File: src/rtl/core/joystick_report_to_buttons_unit_defines.svh
// Assertion macros shared by the joystick report to button word logic.
`ifndef JOYSTICK_REPORT_TO_BUTTONS_UNIT_DEFINES_SVH
`define JOYSTICK_REPORT_TO_BUTTONS_UNIT_DEFINES_SVH

// Same-cycle implication, checked on every rising edge out of reset.
`define JRB_ASSERT_IMP(label, clk, rstn, ante, cons, msg) \
    label: assert property (@(posedge clk) disable iff (!(rstn)) (ante) |-> (cons)) \
        else $error(msg);

// Next-cycle implication, checked on every rising edge out of reset.
`define JRB_ASSERT_NXT(label, clk, rstn, ante, cons, msg) \
    label: assert property (@(posedge clk) disable iff (!(rstn)) (ante) |=> (cons)) \
        else $error(msg);

`endif

File: src/rtl/core/jrb_pkg.sv
// Types and constants of the joystick report to button word logic.
package jrb_pkg;

    // Direction found on one axis.
    typedef struct packed {
        logic neg;  // up or left
        logic pos;  // down or right
    } axis_dir_t;

    // Button function codes, one nibble per slot.
    localparam logic [3:0] FN_NONE  = 4'd0;
    localparam logic [3:0] FN_UP    = 4'd1;
    localparam logic [3:0] FN_START = 4'd9;

    // Hat switch codes that carry a direction.
    localparam logic [3:0] HAT_UP    = 4'd1;
    localparam logic [3:0] HAT_RIGHT = 4'd3;
    localparam logic [3:0] HAT_DOWN  = 4'd5;
    localparam logic [3:0] HAT_LEFT  = 4'd7;

    // Direction indices, also the bit positions in the button word.
    localparam logic [1:0] DIR_UP    = 2'd0;
    localparam logic [1:0] DIR_DOWN  = 2'd1;
    localparam logic [1:0] DIR_LEFT  = 2'd2;
    localparam logic [1:0] DIR_RIGHT = 2'd3;

    // Configuration register indices.
    localparam logic [2:0] REG_BUTTON_MAP = 3'd0;
    localparam logic [2:0] REG_VERT_MIN   = 3'd1;
    localparam logic [2:0] REG_VERT_MAX   = 3'd2;
    localparam logic [2:0] REG_HORZ_MIN   = 3'd3;
    localparam logic [2:0] REG_HORZ_MAX   = 3'd4;
    localparam logic [2:0] REG_DEADZONE   = 3'd5;

    // Register reset values.
    localparam logic [63:0] BUTTON_MAP_RST = 64'h0000_0000_9000_7658;
    localparam logic signed [16:0] AXIS_MIN_RST = 17'sd0;
    localparam logic signed [16:0] AXIS_MAX_RST = 17'sd65535;
    localparam logic [8:0] DEADZONE_RST = 9'd128;

endpackage

File: src/rtl/core/jrb_axis.sv
// Axis rescale and deadzone test: gives the direction of one axis value.
module jrb_axis (
    input  logic signed [16:0] value,
    input  logic signed [16:0] range_min,
    input  logic signed [16:0] range_max,
    input  logic        [8:0]  deadzone_q8,
    output jrb_pkg::axis_dir_t dir
);
    import jrb_pkg::*;

    logic signed [18:0] num;      // 2*value - min - max
    logic signed [17:0] den;      // max - min
    logic        [17:0] num_mag;
    logic        [16:0] den_mag;
    logic        [25:0] num_scaled;
    logic        [25:0] limit;
    logic               outside;
    logic               same_sign;

    always_comb begin
        num = (19'(value) <<< 1) - 19'(range_min) - 19'(range_max);
        den = 18'(range_max) - 18'(range_min);
        num_mag = num[18] ? 18'(-num) : num[17:0];
        den_mag = den[17] ? 17'(-den) : den[16:0];
        num_scaled = {num_mag, 8'd0};
        limit = 26'(deadzone_q8) * 26'(den_mag);
        outside = (num_scaled >= limit);
        same_sign = (num != 19'sd0) && (num[18] == den[17]);
        dir.pos = (den != 18'sd0) && outside && same_sign;
        dir.neg = (den != 18'sd0) && outside && !same_sign;
    end

endmodule

File: src/rtl/core/joystick_report_to_buttons_unit.sv
// Top level: controller report stream in, per-player button word stream out.
//
//  channel | dir | handshake          | contents
//  --------+-----+--------------------+-------------------------------------
//  s_      | in  | s_tvalid/s_tready  | one decoded report, tuser = player
//  m_      | out | m_tvalid/m_tready  | one button word, tuser = player
//  cfg_    | in  | cfg_we             | register writes, no read-back
//
//  One report a cycle sustained while m_tready stays high; m_tvalid rises once a
//  report has passed the input register, axis/map stage and direction priority stage.
//  The priority list updates combinationally, so reports never wait on each other.
//  Reset (aresetn low at a clock edge) empties the pipeline, the priority
//  list and the held directions, and reloads the register defaults.
//  A stall on m_ holds the result register; earlier stages fill, then s_tready drops.
`include "joystick_report_to_buttons_unit_defines.svh"

module joystick_report_to_buttons_unit #(
    parameter int BUTTON_SLOTS = 16   // slots read from button_bits, 1 to 16
) (
    input  logic        aclk,
    input  logic        aresetn,
    // report channel
    input  logic        s_tvalid,
    output logic        s_tready,
    // [15:0] button_bits, [16] hat_valid, [20:17] hat_value,
    // [21] vertical_valid, [38:22] vertical_value,
    // [39] horizontal_valid, [56:40] horizontal_value, [63:57] zero
    input  logic [63:0] s_tdata,
    // [0] player_two
    input  logic        s_tuser,
    // button word channel
    output logic        m_tvalid,
    input  logic        m_tready,
    // [8:0] button_word, [15:9] zero
    output logic [15:0] m_tdata,
    // [0] result_player_two
    output logic        m_tuser,
    // configuration writes
    input  logic        cfg_we,
    input  logic [2:0]  cfg_index,
    input  logic [63:0] cfg_wdata
);
    import jrb_pkg::*;

    typedef struct packed {
        logic               player_two;
        logic        [15:0] button_bits;
        logic               hat_valid;
        logic        [3:0]  hat_value;
        logic               vert_valid;
        logic signed [16:0] vert_value;
        logic               horz_valid;
        logic signed [16:0] horz_value;
    } report_t;

    typedef struct packed {
        logic [3:0][1:0] entry;   // entry 0 is the most recent direction
        logic [2:0]      count;
    } prio_t;

    // ---------------------------------------------------------------
    // Configuration registers
    // ---------------------------------------------------------------
    logic        [63:0] button_map_reg;
    logic signed [16:0] vert_min_reg, vert_max_reg;
    logic signed [16:0] horz_min_reg, horz_max_reg;
    logic        [8:0]  deadzone_reg;

    always_ff @(posedge aclk) begin
        if (!aresetn) begin
            button_map_reg <= BUTTON_MAP_RST;
            vert_min_reg   <= AXIS_MIN_RST;
            vert_max_reg   <= AXIS_MAX_RST;
            horz_min_reg   <= AXIS_MIN_RST;
            horz_max_reg   <= AXIS_MAX_RST;
            deadzone_reg   <= DEADZONE_RST;
        end else if (cfg_we) begin
            case (cfg_index)
                REG_BUTTON_MAP: button_map_reg <= cfg_wdata;
                REG_VERT_MIN:   vert_min_reg   <= cfg_wdata[16:0];
                REG_VERT_MAX:   vert_max_reg   <= cfg_wdata[16:0];
                REG_HORZ_MIN:   horz_min_reg   <= cfg_wdata[16:0];
                REG_HORZ_MAX:   horz_max_reg   <= cfg_wdata[16:0];
                REG_DEADZONE:   deadzone_reg   <= cfg_wdata[8:0];
                default: ;  // drop writes past the register list
            endcase
        end
    end

    // ---------------------------------------------------------------
    // Pipeline flow control: each stage advances when the next one
    // is empty or moving.
    // ---------------------------------------------------------------
    logic    in_valid_reg, in_valid_next;
    logic    mid_valid_reg, mid_valid_next;
    logic    out_valid_reg, out_valid_next;
    logic    out_adv, mid_adv, in_load, mid_load, out_load;

    assign out_adv  = !out_valid_reg || m_tready;
    assign mid_adv  = !mid_valid_reg || out_adv;
    assign s_tready = !in_valid_reg || mid_adv;
    assign in_load  = s_tvalid && s_tready;
    assign mid_load = in_valid_reg && mid_adv;
    assign out_load = mid_valid_reg && out_adv;

    always_comb begin
        in_valid_next  = s_tready ? s_tvalid : in_valid_reg;
        mid_valid_next = mid_adv ? in_valid_reg : mid_valid_reg;
        out_valid_next = out_adv ? mid_valid_reg : out_valid_reg;
    end

    // ---------------------------------------------------------------
    // Stage 1: input register
    // ---------------------------------------------------------------
    report_t in_reg;

    always_ff @(posedge aclk) begin
        if (in_load) begin
            in_reg <= {s_tuser, s_tdata[15:0], s_tdata[16], s_tdata[20:17],
                       s_tdata[21], s_tdata[38:22], s_tdata[39], s_tdata[56:40]};
        end
    end

    // ---------------------------------------------------------------
    // Stage 2: button map, hat and axes into raw button and direction bits
    // ---------------------------------------------------------------
    axis_dir_t vert_dir, horz_dir;

    jrb_axis u_vert (
        .value       (in_reg.vert_value),
        .range_min   (vert_min_reg),
        .range_max   (vert_max_reg),
        .deadzone_q8 (deadzone_reg),
        .dir         (vert_dir)
    );

    jrb_axis u_horz (
        .value       (in_reg.horz_value),
        .range_min   (horz_min_reg),
        .range_max   (horz_max_reg),
        .deadzone_q8 (deadzone_reg),
        .dir         (horz_dir)
    );

    logic [8:0] raw_word;
    logic [3:0] slot_code;

    always_comb begin
        raw_word  = '0;
        slot_code = FN_NONE;
        for (int i = 0; i < BUTTON_SLOTS; i++) begin
            slot_code = button_map_reg[4*i +: 4];
            if (in_reg.button_bits[i] && (slot_code inside {[FN_UP:FN_START]})) begin
                raw_word[slot_code - FN_UP] = 1'b1;
            end
        end
        if (in_reg.hat_valid) begin
            case (in_reg.hat_value)
                HAT_UP:    raw_word[DIR_UP]    = 1'b1;
                HAT_RIGHT: raw_word[DIR_RIGHT] = 1'b1;
                HAT_DOWN:  raw_word[DIR_DOWN]  = 1'b1;
                HAT_LEFT:  raw_word[DIR_LEFT]  = 1'b1;
                default: ;  // other hat codes give no direction
            endcase
        end
        if (in_reg.vert_valid) begin
            if (vert_dir.pos) raw_word[DIR_DOWN] = 1'b1;
            if (vert_dir.neg) raw_word[DIR_UP]   = 1'b1;
        end
        if (in_reg.horz_valid) begin
            if (horz_dir.pos) raw_word[DIR_RIGHT] = 1'b1;
            if (horz_dir.neg) raw_word[DIR_LEFT]  = 1'b1;
        end
    end

    logic       mid_player_reg;
    logic [8:0] mid_word_reg;

    always_ff @(posedge aclk) begin
        if (mid_load) begin
            mid_player_reg <= in_reg.player_two;
            mid_word_reg   <= raw_word;
        end
    end

    // ---------------------------------------------------------------
    // Stage 3: last-pressed priority over the four directions
    // ---------------------------------------------------------------

    // Drop a direction from the list; entries are unique, so at most
    // one matches and everything behind it moves up by one.
    function automatic prio_t prio_remove(prio_t p, logic [1:0] dir);
        prio_t r;
        logic  seen;
        r    = p;
        seen = 1'b0;
        for (int k = 0; k < 3; k++) begin
            if ((3'(k) < p.count) && (p.entry[k] == dir)) seen = 1'b1;
            if (seen) r.entry[k] = p.entry[k+1];
        end
        if ((3'd3 < p.count) && (p.entry[3] == dir)) seen = 1'b1;
        r.count = p.count - 3'(seen);
        return r;
    endfunction

    // Move a direction to the front, keeping at most four entries.
    function automatic prio_t prio_push(prio_t p, logic [1:0] dir);
        prio_t r;
        r = prio_remove(p, dir);
        if (r.count > 3'd3) r.count = 3'd3;
        r.entry[3] = r.entry[2];
        r.entry[2] = r.entry[1];
        r.entry[1] = r.entry[0];
        r.entry[0] = dir;
        r.count    = r.count + 3'd1;
        return r;
    endfunction

    prio_t      prio_reg, prio_next, prio_walk;
    logic [3:0] prev_dirs_reg, prev_dirs_next;
    logic [3:0] pressed, released;
    logic [8:0] word_next;

    always_comb begin
        pressed   = mid_word_reg[3:0] & ~prev_dirs_reg;
        released  = prev_dirs_reg & ~mid_word_reg[3:0];
        prio_walk = prio_reg;
        for (int i = 0; i < 4; i++) begin
            if (pressed[i]) begin
                prio_walk = prio_push(prio_walk, 2'(i));
            end else if (released[i]) begin
                prio_walk = prio_remove(prio_walk, 2'(i));
            end
        end
        word_next = {mid_word_reg[8:4], 4'b0000};
        if (prio_walk.count != 3'd0) begin
            word_next[prio_walk.entry[0]] = 1'b1;
        end
        // hold the list unless a report passes through
        prio_next      = out_load ? prio_walk : prio_reg;
        prev_dirs_next = out_load ? mid_word_reg[3:0] : prev_dirs_reg;
    end

    logic       out_player_reg;
    logic [8:0] out_word_reg;

    always_ff @(posedge aclk) begin
        if (out_load) begin
            out_player_reg <= mid_player_reg;
            out_word_reg   <= word_next;
        end
    end

    always_ff @(posedge aclk) begin
        if (!aresetn) begin
            in_valid_reg  <= 1'b0;
            mid_valid_reg <= 1'b0;
            out_valid_reg <= 1'b0;
            prio_reg      <= '0;
            prev_dirs_reg <= '0;
        end else begin
            in_valid_reg  <= in_valid_next;
            mid_valid_reg <= mid_valid_next;
            out_valid_reg <= out_valid_next;
            prio_reg      <= prio_next;
            prev_dirs_reg <= prev_dirs_next;
        end
    end

    assign m_tvalid = out_valid_reg;
    assign m_tdata  = {7'd0, out_word_reg};
    assign m_tuser  = out_player_reg;

    // ---------------------------------------------------------------
    // Assertions
    // ---------------------------------------------------------------
    `JRB_ASSERT_IMP(a_one_direction, aclk, aresetn, m_tvalid, $onehot0(m_tdata[3:0]), "more than one direction in button word")
    `JRB_ASSERT_IMP(a_list_tracks_held, aclk, aresetn, 1'b1, 32'(prio_reg.count) == $countones(prev_dirs_reg), "priority list size differs from held directions")
    `JRB_ASSERT_NXT(a_dir_iff_list, aclk, aresetn, out_load, (m_tdata[3:0] != 4'd0) == (prio_reg.count != 3'd0), "direction bit disagrees with priority list")
    `JRB_ASSERT_NXT(a_mid_holds, aclk, aresetn, mid_valid_reg && !out_adv, mid_valid_reg && $stable(mid_word_reg), "middle stage lost a report under stall")

endmodule

File: config.mk
export PLATFORM = sky130hd
export DESIGN_NAME = joystick_report_to_buttons_unit
export DESIGN_NICKNAME = d
export VERILOG_FILES = /design/src/rtl/core/jrb_pkg.sv /design/src/rtl/core/jrb_axis.sv /design/src/rtl/core/joystick_report_to_buttons_unit.sv
export VERILOG_INCLUDE_DIRS = /design/src /design/src/rtl/core
export SDC_FILE = /design/constraint.sdc
export NUM_CORES = 2
export LEC_CHECK = 0
export ABC_AREA = 1
export ABC_CLOCK_PERIOD_IN_PS = 11200
export BUFFER_PORTS_ARGS = -buffer_cell sky130_fd_sc_hd__buf_2
export CORE_ASPECT_RATIO = 0.75
export CORE_UTILIZATION = 50
export CTS_CLUSTER_SIZE = 8
export DETAILED_ROUTE_END_ITERATION = 16
export PLACE_DENSITY = 0.67
export SLEW_MARGIN = 15
export SYNTH_ARGS = -nofsm -noshare
export SYNTH_HDL_FRONTEND = slang
export SYNTH_SLANG_ARGS = --single-unit
export TNS_END_PERCENT = 5
File: constraint.sdc
create_clock -name aclk -period 11.2 [get_ports aclk]
set_clock_uncertainty 0.05 [all_clocks]
set_input_delay 2.24 -clock aclk [delete_from_list [all_inputs] [get_ports aclk]]
set_output_delay 2.24 -clock aclk [all_outputs]
set_load 0.005 [all_outputs]
==> results_dict.tcl <==
set metrics [dict create \
    status "completed" \
    hp-class "reg -> reg" \
    nets 4445 \
    critPathLaunchType "flop" \
    grt_pass1_wl_um 120000 \
    final_util_pct 55.0 \
    synth_seq_cells 237 \
    critPathBufInv 8 \
    synth_area_leaders "fa_1 18%, dfxtp_1 12%, ha_1 11%" \
    grt_pass1_vias 22400 \
    dp_slack_ns 0.946 \
    antenna_found_initial 4 \
    io_buffers 141 \
    maxCapViolCount 0 \
    cp_common_cell "inv_1" \
    initial_core_util_pct 50.6 \
    finalInstanceArea_um2 30000 \
    die_height_um 205 \
    first_pass_iters 6 \
    critPathRequiredTime_ns 11.48 \
    ir_drop_mv 0.133 \
    power_density_nw_per_um2 160 \
    slew_violations 0 \
    slowest_delay_ns 0.68 \
    critPathKind "reg -> reg" \
    grt_max_degree 94 \
    worst_pin_slew_ns 1.06 \
    remaining_drc_errors 0 \
    yosys.area.top_type "fa_1" \
    crit_family "adder cells" \
    leakagePower_nw 14.8 \
    drtIter0Drc 2414 \
    syn_inst 3699 \
    min_period_ns 10.01 \
    avgSynthCellArea_um2 7.45 \
    setup_viol 0 \
    routedWlPerCell_um 16.5 \
    syn2layout_area_growth_pct 8.71 \
    hpwl_um 61200 \
    dieArea_um2 56100 \
    cts_buffers 35 \
    cp_data_arrival_time_ns 10.29 \
    viasPerCell 5.29 \
    drt-total-wl_um 75200 \
    yosysTopAreaCellShare_pct 18.0 \
    fin_ws_ns 1.19 \
    whs_ns 0.367 \
    floorplan.core_area_um2 54400 \
    tritoncts "yes" \
    synth.distinct_cells 65 \
    cts_resized 0 \
    timing.final.crit_share_pct 89.4 \
    cts_buffer_depth 3 \
    post_cts_buffers 0 \
    path_max_fanout 7 \
    clock-root-buffer "clkbuf_16" \
    synthArstFlopShare_pct 0 \
    synth_edf_count 78 \
    cts_max_level 2 \
    grt.total_usage_pct 27.0 \
    overflow 0 \
    fp.dieW_um 273 \
    maxSlewHeadroom_pct 29.0 \
    clock_sinks 237 \
    io_pins 156 \
    max_freq_ghz 0.0999 \
    drive_gt1_share_pct 7.65 \
    ys.flop_type "dfxtp_1" \
    syn_area_um2 27600 \
    gp_congestion 0.969 \
    yosys_warnings 0 \
    num_rows 74 \
    end_kind "flop" \
    via_count 24100 \
    cts.hold.buffers_added 0 \
    ys_seq_area_share_pct 20.0 \
    setup_tns_ns 0 \
    cp_slowest_cell "xor2_1" \
    ant_nets 0 \
    hold_viol_final 0 \
    largest_reg_flops 64 \
    dpl_cell_area_um2 29000 \
    rsz0062_at_grt "false" \
    clk_pin_slew_ns 0.05 \
    clk_latency_ns 0.54 \
]
-- cell type report --
cell class	instances	area, um^2
tap	722	903
multi-input combinational	2685	19100
sequential	237	5530
clock buffer	54	957
fill	5244	24500
antenna	6	15.0
inverter	693	2600
clock inverter	1	8.76
timing repair buffer	158	836
-- Yosys cell counts (5+ instances only) --
master,n
a21boi_0,6
inv_1,670
clkinv_1,7
nand3_2,9
o22ai_1,14
nor4_1,16
o21ai_2,5
or2_1,7
edfxtp_1,78
a21oi_2,8
a21o_1,6
inv_2,16
nor2_4,5
nand2_1,729
a2111oi_0,6
buf_4,8
fa_1,248
xor2_1,111
or2_2,14
xnor2_1,46
a221oi_1,6
o21ai_1,16
ha_1,250
nor2_1,339
nor2_2,5
o2111ai_1,9
o21ai_0,196
nand3_1,176
clkbuf_1,79
a31oi_1,8
a311oi_1,5
nor3_1,46
nand2_2,11
nand2_4,5
nand4_1,27
o211ai_1,43
a21oi_1,232
o21bai_1,17
o31ai_1,8
dfxtp_1,159
nand3b_1,6
-- stage by stage --
| stage | cells | total power, W |
|---|---|---|
| floorplan | 3705 | 0.00313 |
| CTS | 4550 | 0.00480 |
| detailed placement | 4495 | 0.00380 |
| finish | 4556 | 0.00479 |
| global placement | 4495 | 0.00376 |
| global route | 4554 | 0.00529 |
-- final timing paths --
kind	slack, ns	cells after the start	to	from
worst max-delay path	1.19	47	mid_word_reg[3]	horz_max_reg[0]
worst min-delay path	0.37	0	out_word_reg[6]	mid_word_reg[6]
worst max register to register	1.19	47	mid_word_reg[3]	horz_max_reg[0]
worst min register to register	0.37	0	out_word_reg[6]	mid_word_reg[6]
-- cell usage in the layout (no fill, tap or decap), types with 16 or more instances in the layout --
cell type,n
nand2_1,729
inv_1,668
nor2_1,337
ha_1,250
fa_1,248
a21oi_1,232
o21ai_0,196
nand3_1,175
dfxtp_1,159
buf_2,140
xor2_1,110
edfxtp_1,78
xnor2_1,46
nor3_1,45
o211ai_1,43
clkbuf_16,35
nand4_1,27
inv_2,18
clkbuf_1,18
buf_4,18
o21bai_1,17
nor4_1,16
-- metal layers --
| metal | up-vias | share of wire, % | track usage, % |
|---|---|---|---|
| met3 | 69 | 8.2 | 5.33 |
| met1 | 11300 | 51 | 42.7 |
| met5 | - | 0 | 0 |
| met2 | 756 | 40 | 37.6 |
| li1 | 12000 | - | - |
| met4 | 0 | 1.6 | 4.83 |
-- cell families (layout without fill, tap and decap cells) --
kind of cell             after synthesis  in the layout  share of synthesized area [%]
AO/OA/AOI/OAI                        610            610                           12.8
XOR/XNOR                             161            161                           5.23
adder cells (fa/ha/maj)              498            498                           29.4
buffers and inverters                783            906                           10.8
flip-flops                           237            237                           20.0
other                                  1             13                         0.0136
AND/OR/NAND/NOR                     1409           1409                           21.8
-- where the power goes --
group	leakage (nW)	total, W	switching (W)	internal [W]
clock	0.464	0.000980	0.000399	0.000581
sequential	2.05	0.000966	0.0000295	0.000937
combinational	12.3	0.00285	0.00177	0.00108
total	14.8	0.00479	0.00220	0.00259
-- worst reg2reg max path, delay by kind of cell, from the launching register on --
family / cells / cell delay [ns]
compound gates: 9 / 2.03
xor+xnor: 2 / 0.80
fa+ha+maj: 9 / 3.47
buf+inv: 8 / 0.56
flops: 1 / 0.30
simple gates: 19 / 2.63
Note: power is estimated with default switching activity, not from simulation.
